[config.mk]
export PLATFORM = sky130hd
export DESIGN_NAME = voxel_sign_classifier
export DESIGN_NICKNAME = d
export VERILOG_FILES = /design/src/sv/vsc_pkg.sv /design/src/sv/vsc_corner_lane.sv /design/src/sv/vsc_axis_lane.sv /design/src/sv/vsc_merge.sv /design/src/sv/voxel_sign_classifier.sv
export SDC_FILE = /design/constraint.sdc
export NUM_CORES = 2
export LEC_CHECK = 0
export BUFFER_PORTS_ARGS = -buffer_cell sky130_fd_sc_hd__buf_2
export CAP_MARGIN = 20
export CORE_MARGIN = 2
export CORE_UTILIZATION = 60
export CTS_CLUSTER_DIAMETER = 150
export DETAILED_ROUTE_END_ITERATION = 10
export GPL_ROUTABILITY_DRIVEN = 0
export GPL_TIMING_DRIVEN = 1
export PLACE_DENSITY = 0.78
export SLEW_MARGIN = 40
export SYNTH_ARGS = -nofsm -noshare
export SYNTH_HDL_FRONTEND = slang
export SYNTH_SLANG_ARGS = --single-unit
[constraint.sdc]
create_clock -name clk -period 11.86 [get_ports clk]
set_input_delay 1.779 -clock clk [delete_from_list [all_inputs] [get_ports clk]]
set_output_delay 1.779 -clock clk [all_outputs]
set_load 0.05 [all_outputs]
[src/sv/vsc_pkg.sv]
// shared types, constants and register indexes of the voxel sign classifier
package vsc_pkg;

  localparam int NUM_CORNERS = 8;
  localparam int VAL_W       = 32;
  localparam int IDX_W       = 10;
  localparam int SIZE_W      = 31;
  localparam int PROD_W      = SIZE_W + IDX_W;
  localparam int CFG_IDX_W   = 3;
  localparam int MASK_W      = 3;

  // grid extent along each axis; cells at or beyond it are never kept
  localparam int CELLS_PER_AXIS = 1024;
  localparam int GRID_CMP_W     = 17;

  localparam logic signed [VAL_W-1:0] S32_MAX = 32'sh7FFF_FFFF;
  localparam logic signed [VAL_W-1:0] S32_MIN = 32'sh8000_0000;

  localparam logic [MASK_W-1:0] KEEP_MASK_RESET = 3'd7;
  localparam logic [SIZE_W-1:0] CELL_SIZE_RESET = 31'd65536;

  // configuration register indexes
  localparam logic [CFG_IDX_W-1:0] REG_KEEP_MASK = 3'd0;
  localparam logic [CFG_IDX_W-1:0] REG_ORIGIN_X  = 3'd1;
  localparam logic [CFG_IDX_W-1:0] REG_ORIGIN_Y  = 3'd2;
  localparam logic [CFG_IDX_W-1:0] REG_ORIGIN_Z  = 3'd3;
  localparam logic [CFG_IDX_W-1:0] REG_CELL_SIZE = 3'd4;

  // keep mask bit positions
  localparam int KEEP_CROSSING = 0;
  localparam int KEEP_INSIDE   = 1;
  localparam int KEEP_OUTSIDE  = 2;

  typedef struct packed {
    logic pos;
    logic neg;
  } lane_flags_t;

  typedef struct packed {
    logic kept;
    logic interior;
    logic outside;
    logic crossing;
  } cls_t;

endpackage

[src/sv/vsc_corner_lane.sv]
// one corner lane: sign test of a single corner value
module vsc_corner_lane (
  input  logic signed [vsc_pkg::VAL_W-1:0] corner,
  output vsc_pkg::lane_flags_t             flags
);

  always_comb begin
    flags.neg = corner[vsc_pkg::VAL_W-1];
    flags.pos = !corner[vsc_pkg::VAL_W-1] && (corner != '0);
  end

endmodule

[src/sv/vsc_axis_lane.sv]
// one axis lane: registered index product, then origin add with saturation
module vsc_axis_lane (
  input  logic                              clk,
  input  logic                              load,
  input  logic [vsc_pkg::IDX_W-1:0]         cell_idx,
  input  logic [vsc_pkg::SIZE_W-1:0]        cell_size,
  input  logic signed [vsc_pkg::VAL_W-1:0]  origin,
  output logic signed [vsc_pkg::VAL_W-1:0]  coord
);

  localparam int SUM_W = vsc_pkg::PROD_W + 2;

  logic [vsc_pkg::PROD_W-1:0] prod;
  logic [SUM_W-1:0]           sum;

  always_ff @(posedge clk) begin
    if (load) begin
      prod <= vsc_pkg::PROD_W'(cell_size) * vsc_pkg::PROD_W'(cell_idx);
    end
  end

  always_comb begin
    sum = {{(SUM_W-vsc_pkg::VAL_W){origin[vsc_pkg::VAL_W-1]}}, origin}
        + {2'b00, prod};
    // top bits must all match the sign bit, else clamp
    if (!sum[SUM_W-1] && (|sum[SUM_W-2:vsc_pkg::VAL_W-1])) begin
      coord = vsc_pkg::S32_MAX;
    end else if (sum[SUM_W-1] && !(&sum[SUM_W-2:vsc_pkg::VAL_W-1])) begin
      coord = vsc_pkg::S32_MIN;
    end else begin
      coord = sum[vsc_pkg::VAL_W-1:0];
    end
  end

endmodule

[src/sv/vsc_merge.sv]
// merge stage: class flags, keep decision and per-cell min/max tree
module vsc_merge (
  input  vsc_pkg::lane_flags_t             flags [vsc_pkg::NUM_CORNERS],
  input  logic signed [vsc_pkg::VAL_W-1:0] corners [vsc_pkg::NUM_CORNERS],
  input  logic [vsc_pkg::MASK_W-1:0]       keep_mask,
  input  logic                             in_grid,
  output vsc_pkg::cls_t                    cls,
  output logic signed [vsc_pkg::VAL_W-1:0] cell_min,
  output logic signed [vsc_pkg::VAL_W-1:0] cell_max
);

  logic any_pos;
  logic any_neg;
  logic signed [vsc_pkg::VAL_W-1:0] lo4 [4];
  logic signed [vsc_pkg::VAL_W-1:0] hi4 [4];
  logic signed [vsc_pkg::VAL_W-1:0] lo2 [2];
  logic signed [vsc_pkg::VAL_W-1:0] hi2 [2];

  always_comb begin
    any_pos = 1'b0;
    any_neg = 1'b0;
    for (int n = 0; n < vsc_pkg::NUM_CORNERS; n++) begin
      any_pos = any_pos | flags[n].pos;
      any_neg = any_neg | flags[n].neg;
    end
    cls.interior = !any_pos;
    cls.outside  = !any_neg;
    cls.crossing = any_pos && any_neg;
    cls.kept     = in_grid &&
                   ((cls.crossing && keep_mask[vsc_pkg::KEEP_CROSSING]) ||
                    (cls.interior && keep_mask[vsc_pkg::KEEP_INSIDE])   ||
                    (cls.outside  && keep_mask[vsc_pkg::KEEP_OUTSIDE]));
  end

  // three-level compare tree
  always_comb begin
    for (int n = 0; n < 4; n++) begin
      lo4[n] = (corners[2*n] < corners[2*n+1]) ? corners[2*n] : corners[2*n+1];
      hi4[n] = (corners[2*n] > corners[2*n+1]) ? corners[2*n] : corners[2*n+1];
    end
    for (int n = 0; n < 2; n++) begin
      lo2[n] = (lo4[2*n] < lo4[2*n+1]) ? lo4[2*n] : lo4[2*n+1];
      hi2[n] = (hi4[2*n] > hi4[2*n+1]) ? hi4[2*n] : hi4[2*n+1];
    end
    cell_min = (lo2[0] < lo2[1]) ? lo2[0] : lo2[1];
    cell_max = (hi2[0] > hi2[1]) ? hi2[0] : hi2[1];
  end

endmodule

[src/sv/voxel_sign_classifier.sv]
// voxel sign classifier top level: lanes, merge, running extremes, output register
//
//   channel   signals                                 direction
//   -------   -------------------------------------   ---------
//   input     in_valid / in_ready, corners, indices   into block
//   output    out_valid / out_ready, flags, extremes  out of block
//   config    cfg_we, cfg_index, cfg_data             into block
//
// one cell per cycle sustained while the output is taken; an input beat passes the
// lane/merge register, then fold and output register, on its way to the result beat
// the 31x10 index multiply in each axis lane is registered before the origin add
// the running min/max fold is a single compare per extreme in the second stage
// rst clears control state, configuration and the running extremes
// a stalled output holds its beat while the first stage may still fill
module voxel_sign_classifier #(
  parameter int CELLS_PER_AXIS = vsc_pkg::CELLS_PER_AXIS
) (
  input  logic                                   clk,
  input  logic                                   rst,
  // configuration
  input  logic                                   cfg_we,
  input  logic [vsc_pkg::CFG_IDX_W-1:0]          cfg_index,
  input  logic [vsc_pkg::VAL_W-1:0]              cfg_data,
  // input channel
  input  logic                                   in_valid,
  output logic                                   in_ready,
  input  logic signed [vsc_pkg::VAL_W-1:0]       corner_000,
  input  logic signed [vsc_pkg::VAL_W-1:0]       corner_100,
  input  logic signed [vsc_pkg::VAL_W-1:0]       corner_010,
  input  logic signed [vsc_pkg::VAL_W-1:0]       corner_110,
  input  logic signed [vsc_pkg::VAL_W-1:0]       corner_001,
  input  logic signed [vsc_pkg::VAL_W-1:0]       corner_101,
  input  logic signed [vsc_pkg::VAL_W-1:0]       corner_011,
  input  logic signed [vsc_pkg::VAL_W-1:0]       corner_111,
  input  logic [vsc_pkg::IDX_W-1:0]              cell_i,
  input  logic [vsc_pkg::IDX_W-1:0]              cell_j,
  input  logic [vsc_pkg::IDX_W-1:0]              cell_k,
  input  logic                                   frame_start,
  // output channel
  output logic                                   out_valid,
  input  logic                                   out_ready,
  output logic                                   cell_kept,
  output logic                                   is_inside,
  output logic                                   is_outside,
  output logic                                   is_crossing,
  output logic signed [vsc_pkg::VAL_W-1:0]       cell_origin_x,
  output logic signed [vsc_pkg::VAL_W-1:0]       cell_origin_y,
  output logic signed [vsc_pkg::VAL_W-1:0]       cell_origin_z,
  output logic signed [vsc_pkg::VAL_W-1:0]       lowest_seen,
  output logic signed [vsc_pkg::VAL_W-1:0]       highest_seen
);

  // configuration registers
  logic [vsc_pkg::MASK_W-1:0]        keep_mask;
  logic signed [vsc_pkg::VAL_W-1:0]  origin_x;
  logic signed [vsc_pkg::VAL_W-1:0]  origin_y;
  logic signed [vsc_pkg::VAL_W-1:0]  origin_z;
  logic [vsc_pkg::SIZE_W-1:0]        cell_size;

  // running extremes since the last frame start
  logic signed [vsc_pkg::VAL_W-1:0]  running_low;
  logic signed [vsc_pkg::VAL_W-1:0]  running_high;
  logic signed [vsc_pkg::VAL_W-1:0]  running_low_next;
  logic signed [vsc_pkg::VAL_W-1:0]  running_high_next;
  logic signed [vsc_pkg::VAL_W-1:0]  base_low;
  logic signed [vsc_pkg::VAL_W-1:0]  base_high;

  // lanes and merge
  logic signed [vsc_pkg::VAL_W-1:0]  corners [vsc_pkg::NUM_CORNERS];
  vsc_pkg::lane_flags_t              flags   [vsc_pkg::NUM_CORNERS];
  vsc_pkg::cls_t                     cls;
  logic signed [vsc_pkg::VAL_W-1:0]  cell_min;
  logic signed [vsc_pkg::VAL_W-1:0]  cell_max;
  logic                              in_grid;

  // first stage registers
  logic                              s1_valid;
  logic                              s1_valid_next;
  vsc_pkg::cls_t                     s1_cls;
  logic signed [vsc_pkg::VAL_W-1:0]  s1_min;
  logic signed [vsc_pkg::VAL_W-1:0]  s1_max;
  logic                              s1_frame;

  // coordinates out of the axis lanes
  logic signed [vsc_pkg::VAL_W-1:0]  coord_x;
  logic signed [vsc_pkg::VAL_W-1:0]  coord_y;
  logic signed [vsc_pkg::VAL_W-1:0]  coord_z;

  logic                              s1_load;
  logic                              out_load;
  logic                              out_valid_next;

  // handshake: output register frees when empty or taken this cycle
  assign out_load = s1_valid && (!out_valid || out_ready);
  assign in_ready = !s1_valid || out_load;
  assign s1_load  = in_valid && in_ready;

  always_comb begin
    s1_valid_next = s1_valid;
    if (s1_load) begin
      s1_valid_next = 1'b1;
    end else if (out_load) begin
      s1_valid_next = 1'b0;
    end
    out_valid_next = out_valid;
    if (out_load) begin
      out_valid_next = 1'b1;
    end else if (out_ready) begin
      out_valid_next = 1'b0;
    end
  end

  always_ff @(posedge clk) begin
    if (rst) begin
      s1_valid  <= 1'b0;
      out_valid <= 1'b0;
    end else begin
      s1_valid  <= s1_valid_next;
      out_valid <= out_valid_next;
    end
  end

  // configuration writes; indexes past the list are dropped
  always_ff @(posedge clk) begin
    if (rst) begin
      keep_mask <= vsc_pkg::KEEP_MASK_RESET;
      origin_x  <= '0;
      origin_y  <= '0;
      origin_z  <= '0;
      cell_size <= vsc_pkg::CELL_SIZE_RESET;
    end else if (cfg_we) begin
      unique case (cfg_index)
        vsc_pkg::REG_KEEP_MASK: keep_mask <= cfg_data[vsc_pkg::MASK_W-1:0];
        vsc_pkg::REG_ORIGIN_X:  origin_x  <= cfg_data;
        vsc_pkg::REG_ORIGIN_Y:  origin_y  <= cfg_data;
        vsc_pkg::REG_ORIGIN_Z:  origin_z  <= cfg_data;
        vsc_pkg::REG_CELL_SIZE: cell_size <= cfg_data[vsc_pkg::SIZE_W-1:0];
        default: ;
      endcase
    end
  end

  // corner lanes, one per cube corner
  always_comb begin
    corners[0] = corner_000;
    corners[1] = corner_100;
    corners[2] = corner_010;
    corners[3] = corner_110;
    corners[4] = corner_001;
    corners[5] = corner_101;
    corners[6] = corner_011;
    corners[7] = corner_111;
  end

  for (genvar g = 0; g < vsc_pkg::NUM_CORNERS; g++) begin : g_lane
    vsc_corner_lane u_lane (
      .corner (corners[g]),
      .flags  (flags[g])
    );
  end

  // grid bound check on all three indexes
  localparam logic [vsc_pkg::GRID_CMP_W-1:0] GRID_LIMIT =
    vsc_pkg::GRID_CMP_W'(CELLS_PER_AXIS);

  assign in_grid = (vsc_pkg::GRID_CMP_W'(cell_i) < GRID_LIMIT) &&
                   (vsc_pkg::GRID_CMP_W'(cell_j) < GRID_LIMIT) &&
                   (vsc_pkg::GRID_CMP_W'(cell_k) < GRID_LIMIT);

  vsc_merge u_merge (
    .flags     (flags),
    .corners   (corners),
    .keep_mask (keep_mask),
    .in_grid   (in_grid),
    .cls       (cls),
    .cell_min  (cell_min),
    .cell_max  (cell_max)
  );

  // first stage: classification and per-cell extremes
  always_ff @(posedge clk) begin
    if (s1_load) begin
      s1_cls   <= cls;
      s1_min   <= cell_min;
      s1_max   <= cell_max;
      s1_frame <= frame_start;
    end
  end

  // axis lanes: multiply in stage one, saturating add in stage two
  vsc_axis_lane u_axis_x (
    .clk       (clk),
    .load      (s1_load),
    .cell_idx  (cell_i),
    .cell_size (cell_size),
    .origin    (origin_x),
    .coord     (coord_x)
  );

  vsc_axis_lane u_axis_y (
    .clk       (clk),
    .load      (s1_load),
    .cell_idx  (cell_j),
    .cell_size (cell_size),
    .origin    (origin_y),
    .coord     (coord_y)
  );

  vsc_axis_lane u_axis_z (
    .clk       (clk),
    .load      (s1_load),
    .cell_idx  (cell_k),
    .cell_size (cell_size),
    .origin    (origin_z),
    .coord     (coord_z)
  );

  // fold the cell extremes into the running pair; frame start restarts it
  always_comb begin
    base_low  = s1_frame ? vsc_pkg::S32_MAX : running_low;
    base_high = s1_frame ? vsc_pkg::S32_MIN : running_high;
    running_low_next  = base_low;
    running_high_next = base_high;
    if (s1_cls.kept) begin
      if (s1_min < base_low) begin
        running_low_next = s1_min;
      end
      if (s1_max > base_high) begin
        running_high_next = s1_max;
      end
    end
  end

  // running state advances in beat order as items leave stage one
  always_ff @(posedge clk) begin
    if (rst) begin
      running_low  <= vsc_pkg::S32_MAX;
      running_high <= vsc_pkg::S32_MIN;
    end else if (out_load) begin
      running_low  <= running_low_next;
      running_high <= running_high_next;
    end
  end

  // output register
  always_ff @(posedge clk) begin
    if (out_load) begin
      cell_kept     <= s1_cls.kept;
      is_inside     <= s1_cls.interior;
      is_outside    <= s1_cls.outside;
      is_crossing   <= s1_cls.crossing;
      cell_origin_x <= coord_x;
      cell_origin_y <= coord_y;
      cell_origin_z <= coord_z;
      lowest_seen   <= running_low_next;
      highest_seen  <= running_high_next;
    end
  end

endmodule

* Word level (Yosys, flattened, before mapping)
Index checks and enable logic that the tools add are counted.
** Operators by class
- Reductions and logical operators :: 64
- Multipliers :: 3
- Bitwise operators :: 14
- Add/subtract/negate cells :: 3
- Muxes and demuxes :: 27
- Order comparisons :: 16
- Eq/ne operators :: 4
** Operators with widths (number)
- 32-bit two-way mux :: 23
- 32-bit > comparator :: 8
- 32-bit less-than comparator :: 8
- 32-bit nonzero test :: 8
- 32-bit by 42-bit adder with 43-bit output :: 3
- 31-bit by 10-bit multiplier with 41-bit output :: 3
- 11-bit AND reduction :: 3
- 11-bit OR reduction :: 3
- 1-bit logical AND :: 20
- 1-bit zero test :: 18
- 1-bit OR :: 14
- 2-bit AND reduction :: 5
- 3-bit by 2-bit == test with 1-bit output (second input constant) :: 2
- 1-bit logical OR :: 4
- 1-bit two-way mux :: 4
- 2-bit nonzero test :: 2
- 3-bit by 1-bit == test with 1-bit output (second input constant) :: 1
- 3-bit == test (second input constant) :: 1
- 3-bit zero test :: 1
** Word-level totals
- Output and inout port bits :: 166
- Register bits after elaboration :: 552
- Word-level logic and storage cells :: 159
- Input bits :: 327

* Depth between registers and ports, before layout
- Word-level depth :: 13
- Gate-level depth with buffers :: 40
- Mapped depth without buffers :: 37

* By module
Synthesis repeated with hierarchy kept, for this count alone.
** Second synthesis, totals
- Cells, all modules :: 8001
- Area total of the unflattened synthesis :: 72017.8 um^2
** By module, submodules not included
- voxel_sign_classifier :: cells an instance 1448, times used 1, seq. area each 10920.5 um^2, area each 16905.0 um^2
- vsc_axis_lane (u_axis_z) :: cells an instance 1599, times used 1, seq. area each 1231.2 um^2, area each 13877.1 um^2
- vsc_merge :: cells an instance 1782, times used 1, seq. area each 0.0 um^2, area each 13731.9 um^2
- vsc_axis_lane (u_axis_x) :: cells an instance 1531, times used 1, seq. area each 1231.2 um^2, area each 13446.6 um^2
- vsc_axis_lane (u_axis_y) :: cells an instance 1545, times used 1, seq. area each 1231.2 um^2, area each 13416.6 um^2
- vsc_corner_lane :: cells an instance 12, times used 8, seq. area each 0.0 um^2, area each 80.1 um^2

* Worst setup path after synthesis
Ideal clock, no wire load.
- Kind :: input port to flip-flop
- From :: input corner_101[22] in the netlist's numbering
- To :: register s1_max[22] in the netlist's numbering (data pin)
- Data required time :: 11.600 ns
- Arrival time :: 9.113 ns
- Cell stages on the path :: 38
- Slack :: 2.487 ns
- Path buffers :: 2
- Setup time :: 0.260 ns
- Cells stage by stage :: inv_1 ha_1 a41oi_1 o21ai_0 a221oi_1 nand2_1 o21a_1 or2_2 nand2_1 buf_1 mux2i_1 inv_1 ha_1 a21o_1 a21o_1 a21oi_1 o22ai_1 nor2_1 [2 not listed] a311oi_1 nor4b_2 nor3_4 mux2_2 ha_1 nor2b_1 o21a_1 o21a_1 o21ai_0 nand2b_1 a21oi_1 nor2b_1 o21ai_0 o2111ai_1 a21o_1 a21oi_1 clkbuf_1 mux2_2
** Between the ends
- Longest elaborated chain between the ends :: 6
** Ends and longest elaborated chain
- start, declared :: line voxel_sign_classifier.sv:32 : input logic signed [vsc_pkg::VAL_W-1:0] corner_101,
- 32-bit > comparator :: line vsc_merge.sv:39 : hi4[n] = (corners[2*n] > corners[2*n+1]) ? corners[2*n] : corners[2*n+1];
- 32-bit two-way mux (*) :: line vsc_merge.sv:39
- 32-bit > comparator :: line vsc_merge.sv:43 : hi2[n] = (hi4[2*n] > hi4[2*n+1]) ? hi4[2*n] : hi4[2*n+1];
- 32-bit two-way mux (*) :: line vsc_merge.sv:43
- 32-bit > comparator :: line vsc_merge.sv:46 : cell_max = (hi2[0] > hi2[1]) ? hi2[0] : hi2[1];
- 32-bit two-way mux (*) :: line vsc_merge.sv:46
- net cell_max, one bit :: line voxel_sign_classifier.sv:73 : logic signed [vsc_pkg::VAL_W-1:0] cell_max;
- end signal, assigned :: line voxel_sign_classifier.sv:185 : s1_max <= cell_max;
- end, declared :: line voxel_sign_classifier.sv:81 : logic signed [vsc_pkg::VAL_W-1:0] s1_max;
Mark *: on every way through the listed nets, which the timed path passes. The rest lies on a longest branch.
A chain may end at the register's enable or synchronous reset.

* Worst setup path in the final report
- From :: input corner_110[6] in the netlist's numbering
- To :: register s1_min[18] in the netlist's numbering (data pin)
** Between the ends
- Longest elaborated chain between the ends :: 6
** Ends and longest elaborated chain
- start, declared :: line voxel_sign_classifier.sv:30 : input logic signed [vsc_pkg::VAL_W-1:0] corner_110,
- 32-bit less-than comparator :: line vsc_merge.sv:38 : lo4[n] = (corners[2*n] < corners[2*n+1]) ? corners[2*n] : corners[2*n+1];
- 32-bit two-way mux (*) :: line vsc_merge.sv:38
- 32-bit less-than comparator :: line vsc_merge.sv:42 : lo2[n] = (lo4[2*n] < lo4[2*n+1]) ? lo4[2*n] : lo4[2*n+1];
- 32-bit two-way mux (*) :: line vsc_merge.sv:42
- 32-bit less-than comparator :: line vsc_merge.sv:45 : cell_min = (lo2[0] < lo2[1]) ? lo2[0] : lo2[1];
- 32-bit two-way mux (*) :: line vsc_merge.sv:45
- net cell_min, one bit :: line voxel_sign_classifier.sv:72 : logic signed [vsc_pkg::VAL_W-1:0] cell_min;
- end signal, assigned :: line voxel_sign_classifier.sv:184 : s1_min <= cell_min;
- end, declared :: line voxel_sign_classifier.sv:80 : logic signed [vsc_pkg::VAL_W-1:0] s1_min;
Marks and branches as above.

==> results.md <==
* Status: finished clean
* Initial antenna violation count at 13
* Synth Register Bits at 552
* Final number of max-transition violations at 0
* Pwr dens at 115 nW/um^2
* Post-synth top flop: edfxtp_1
* Tcrit/Tclk final at 0.832
* Synth Area per Inst at 8.98 sq um
* Root Buffer: clkbuf_16
* Largest net degree at the start of global routing at 149
* Max Buffers Root-to-Sink at 3
* WS Path Type: in -> reg
* Buf+Inv Stages, Crit Path at 6
* CP endpoint kind: flip-flop
* Design Power at 8.68 mW
* Synthesized area at 69400 sq um
* Via-to-Cell Ratio at 6.22
* Share of power burned in registers at 0.304
* Top cell type's share of synthesized area at 0.200
* Tmin final at 9860 ps
* # IOs at 493
* CP most frequent cell: a21o_1
* Post-synth EDFFs at 356
* Final core area utilization at 0.659
* Max Clock Skew at 74.5 ps
* Clock sinks at 552
* Hold_buf cts at 0
* Critical Path Fanout Max at 32
* DRT iter0 DRCs at 5950
* Num CTS Buffers at 61
* Via Count at 59676
* Hold crit path type: reg -> reg
* Nets at 9784
* CTS tree: built
* Die X at 344 microns
* Total wire length at 214000 microns
* Delay-heaviest family, CP: compound AO/OA/AOI/OAI gates
* Syn Nets at 9486
* Switching Share at 0.417
* DR WL/cell at 22.3 microns
* Layout cells sized above 1 at 0.111
* Setup TNS Final at 0 ps
* F_max at 0.101 GHz
* P_sw at 3.62 mW
* Static leakage at 36.2 nW
* Area of the die at 118000 sq um
* First-pass GRT wire length at 332000 microns
* Post-cts resize count at 0
* Port-buffer cells at 492
* Clock Power Share at 0.230
* Clock Latency Late Sink at 750 ps
* Crit-path slowest cell: mux2i_1
* Fillers at 9111
* Worst-margin pin slew at 944 ps
* GRT Util Overall at 0.361
* Async SR Flop Fraction at 0
* Int Pwr at 5.06 mW
* Standard-cell rows at 124
* Vias in the first global route at 59582
* Max-cap violations at 0
* DP HPWL at 169000 microns
* Slowest stage delay, CP at 530 ps
* Top cells by area, synth: fa_1 (20%), edfxtp_1 (15%), ha_1 (13%)
* Ys Warns at 0
* RSZ-0062 raised after global routing: false
* Distinct cells, synth at 103
* Endpoints failing setup at 0
* Gr ovfl total at 0
* Sequential fraction of the synthesis area at 0.211
* CTS H-tree lvls at 2
* Core Box Area at 115000 sq um
* TritonRoute pass-1 iters at 9
* Gate power share at 0.465
* Yosys top cell by area: fa_1
* Number of post-CTS setup repair buffers at 0
* Starting Density at 0.606
* Arr. time, crit path at 10320 ps
* CTS clk-pin slew, worst paths at 70 ps
* Worst setup SP type: primary input
* Die height at 344 microns
* Critical Path RT at 12320 ps
* Post-Synthesis Cells at 7733
* Fin. Hold Viols at 0
* Peak supply drop at 0.134 mV
* Slew headroom at 0.353
* DRC at 0
* Area grow syn2layout at 8.70%
* Antenna-violating nets left at 0
==> worst paths after layout <==
check | to | start | slack [ps] | cells past startpoint
setup / recovery | s1_min[18]$_DFFE_PP_ | corner_110[6] | 2000 | 38
hold / removal | cell_size[20]$_SDFFE_PP0P_ | cell_size[20]$_SDFFE_PP0P_ | 460 | 2
setup reg to reg | u_axis_x.prod[39]$_DFFE_PP_ | cell_size[4]$_SDFFE_PP0P_ | 4380 | 21
hold reg to reg | cell_size[20]$_SDFFE_PP0P_ | cell_size[20]$_SDFFE_PP0P_ | 460 | 2
==> power groups by stage <==
stage	clock network, mW	registers [mW]	logic [mW]
after global placement	0	2.67	3.73
after floorplan	0	2.71	2.58
after CTS	2.02	2.63	3.91
after detailed placement	0	2.67	3.87
final	2.00	2.64	4.04
after global routing	2.09	2.64	4.33
==> metrics by stage <==
step	worst slack, ps	hold WS (ps)	instance area [sq um]	instances
2_1_floorplan	2490	400	69400	7733
3_3_place_gp	1360	443	73100	9471
3_5_place_dp	1310	444	73200	9478
4_1_cts	2030	458	75300	9593
5_1_grt	1570	464	75400	9596
6_report	2000	460	75400	9599
==> placed cells by master (no fill, tap or decap), types with 200 or more instances in the layout <==
cell / count
a21oi_1: 518
nor2_1: 358
mux2i_1: 316
inv_1: 1026
buf_2: 491
fa_1: 693
nand2_1: 979
a21o_1: 244
ha_1: 733
edfxtp_1: 356
and2_1: 404
o21ai_0: 200
==> state kept, by name, indices dropped and copies added (netlist names), 3 cells and up <==
signal	count
running_high	32
cell_origin_z	32
origin_y	32
s1_max	32
cell_size	31
u_axis_x.prod	41
lowest_seen	32
cell_origin_x	32
origin_z	32
s1_cls	4
u_axis_y.prod	41
running_low	32
keep_mask	3
highest_seen	32
s1_min	32
u_axis_z.prod	41
origin_x	32
cell_origin_y	32
==> cells by family after synthesis <==
group / Yosys count / synth area share
AOI/OAI and AO/OA: 1410 / 0.130
xor gates and xnor gates: 214 / 0.0270
adders and majority gates: 1426 / 0.332
buffers and inverters: 1368 / 0.0752
DFF: 552 / 0.211
muxes: 419 / 0.0622
and+or+nand+nor: 2344 / 0.163
==> synthesized netlist by cell type (200+ instances only) <==
cell type,n
clkbuf_1,304
nand2_1,980
ha_1,733
a21o_1,244
a21oi_1,522
o21ai_0,200
and2_1,405
inv_1,1026
fa_1,693
edfxtp_1,356
nor2_1,362
mux2i_1,321
==> layout make-up <==
class | instances | area (sq um) | share of cell area
well taps | 1512 | 1890 | 0.0251
clock buffers | 77 | 1670 | 0.0221
inverters | 1028 | 3870 | 0.0512
multi-input cells | 5813 | 49800 | 0.660
repair buffers | 575 | 3170 | 0.0420
diodes | 4 | 10.0 | 0.000133
clock inverters | 38 | 432 | 0.00572
flip-flops and latches | 552 | 14600 | 0.194
==> worst reg2reg max path, delay by kind of cell, from the launching register on <==
family	cells	cell delay [ps]
buf+inv	2	440
fa+ha+maj	6	2840
simple gates	3	590
flops	1	850
compound gates	9	2420
xor+xnor	1	80
==> per-layer routing <==
layer,vias to the layer above,routed length [microns],GRT usage
met5,-,61,0
met4,10,16100,0.223
met1,28947,79500,0.444
li1,26597,-,-
met2,3255,95500,0.570
met3,867,23300,0.0913
No activity file was read; power rests on OpenSTA's default activity.
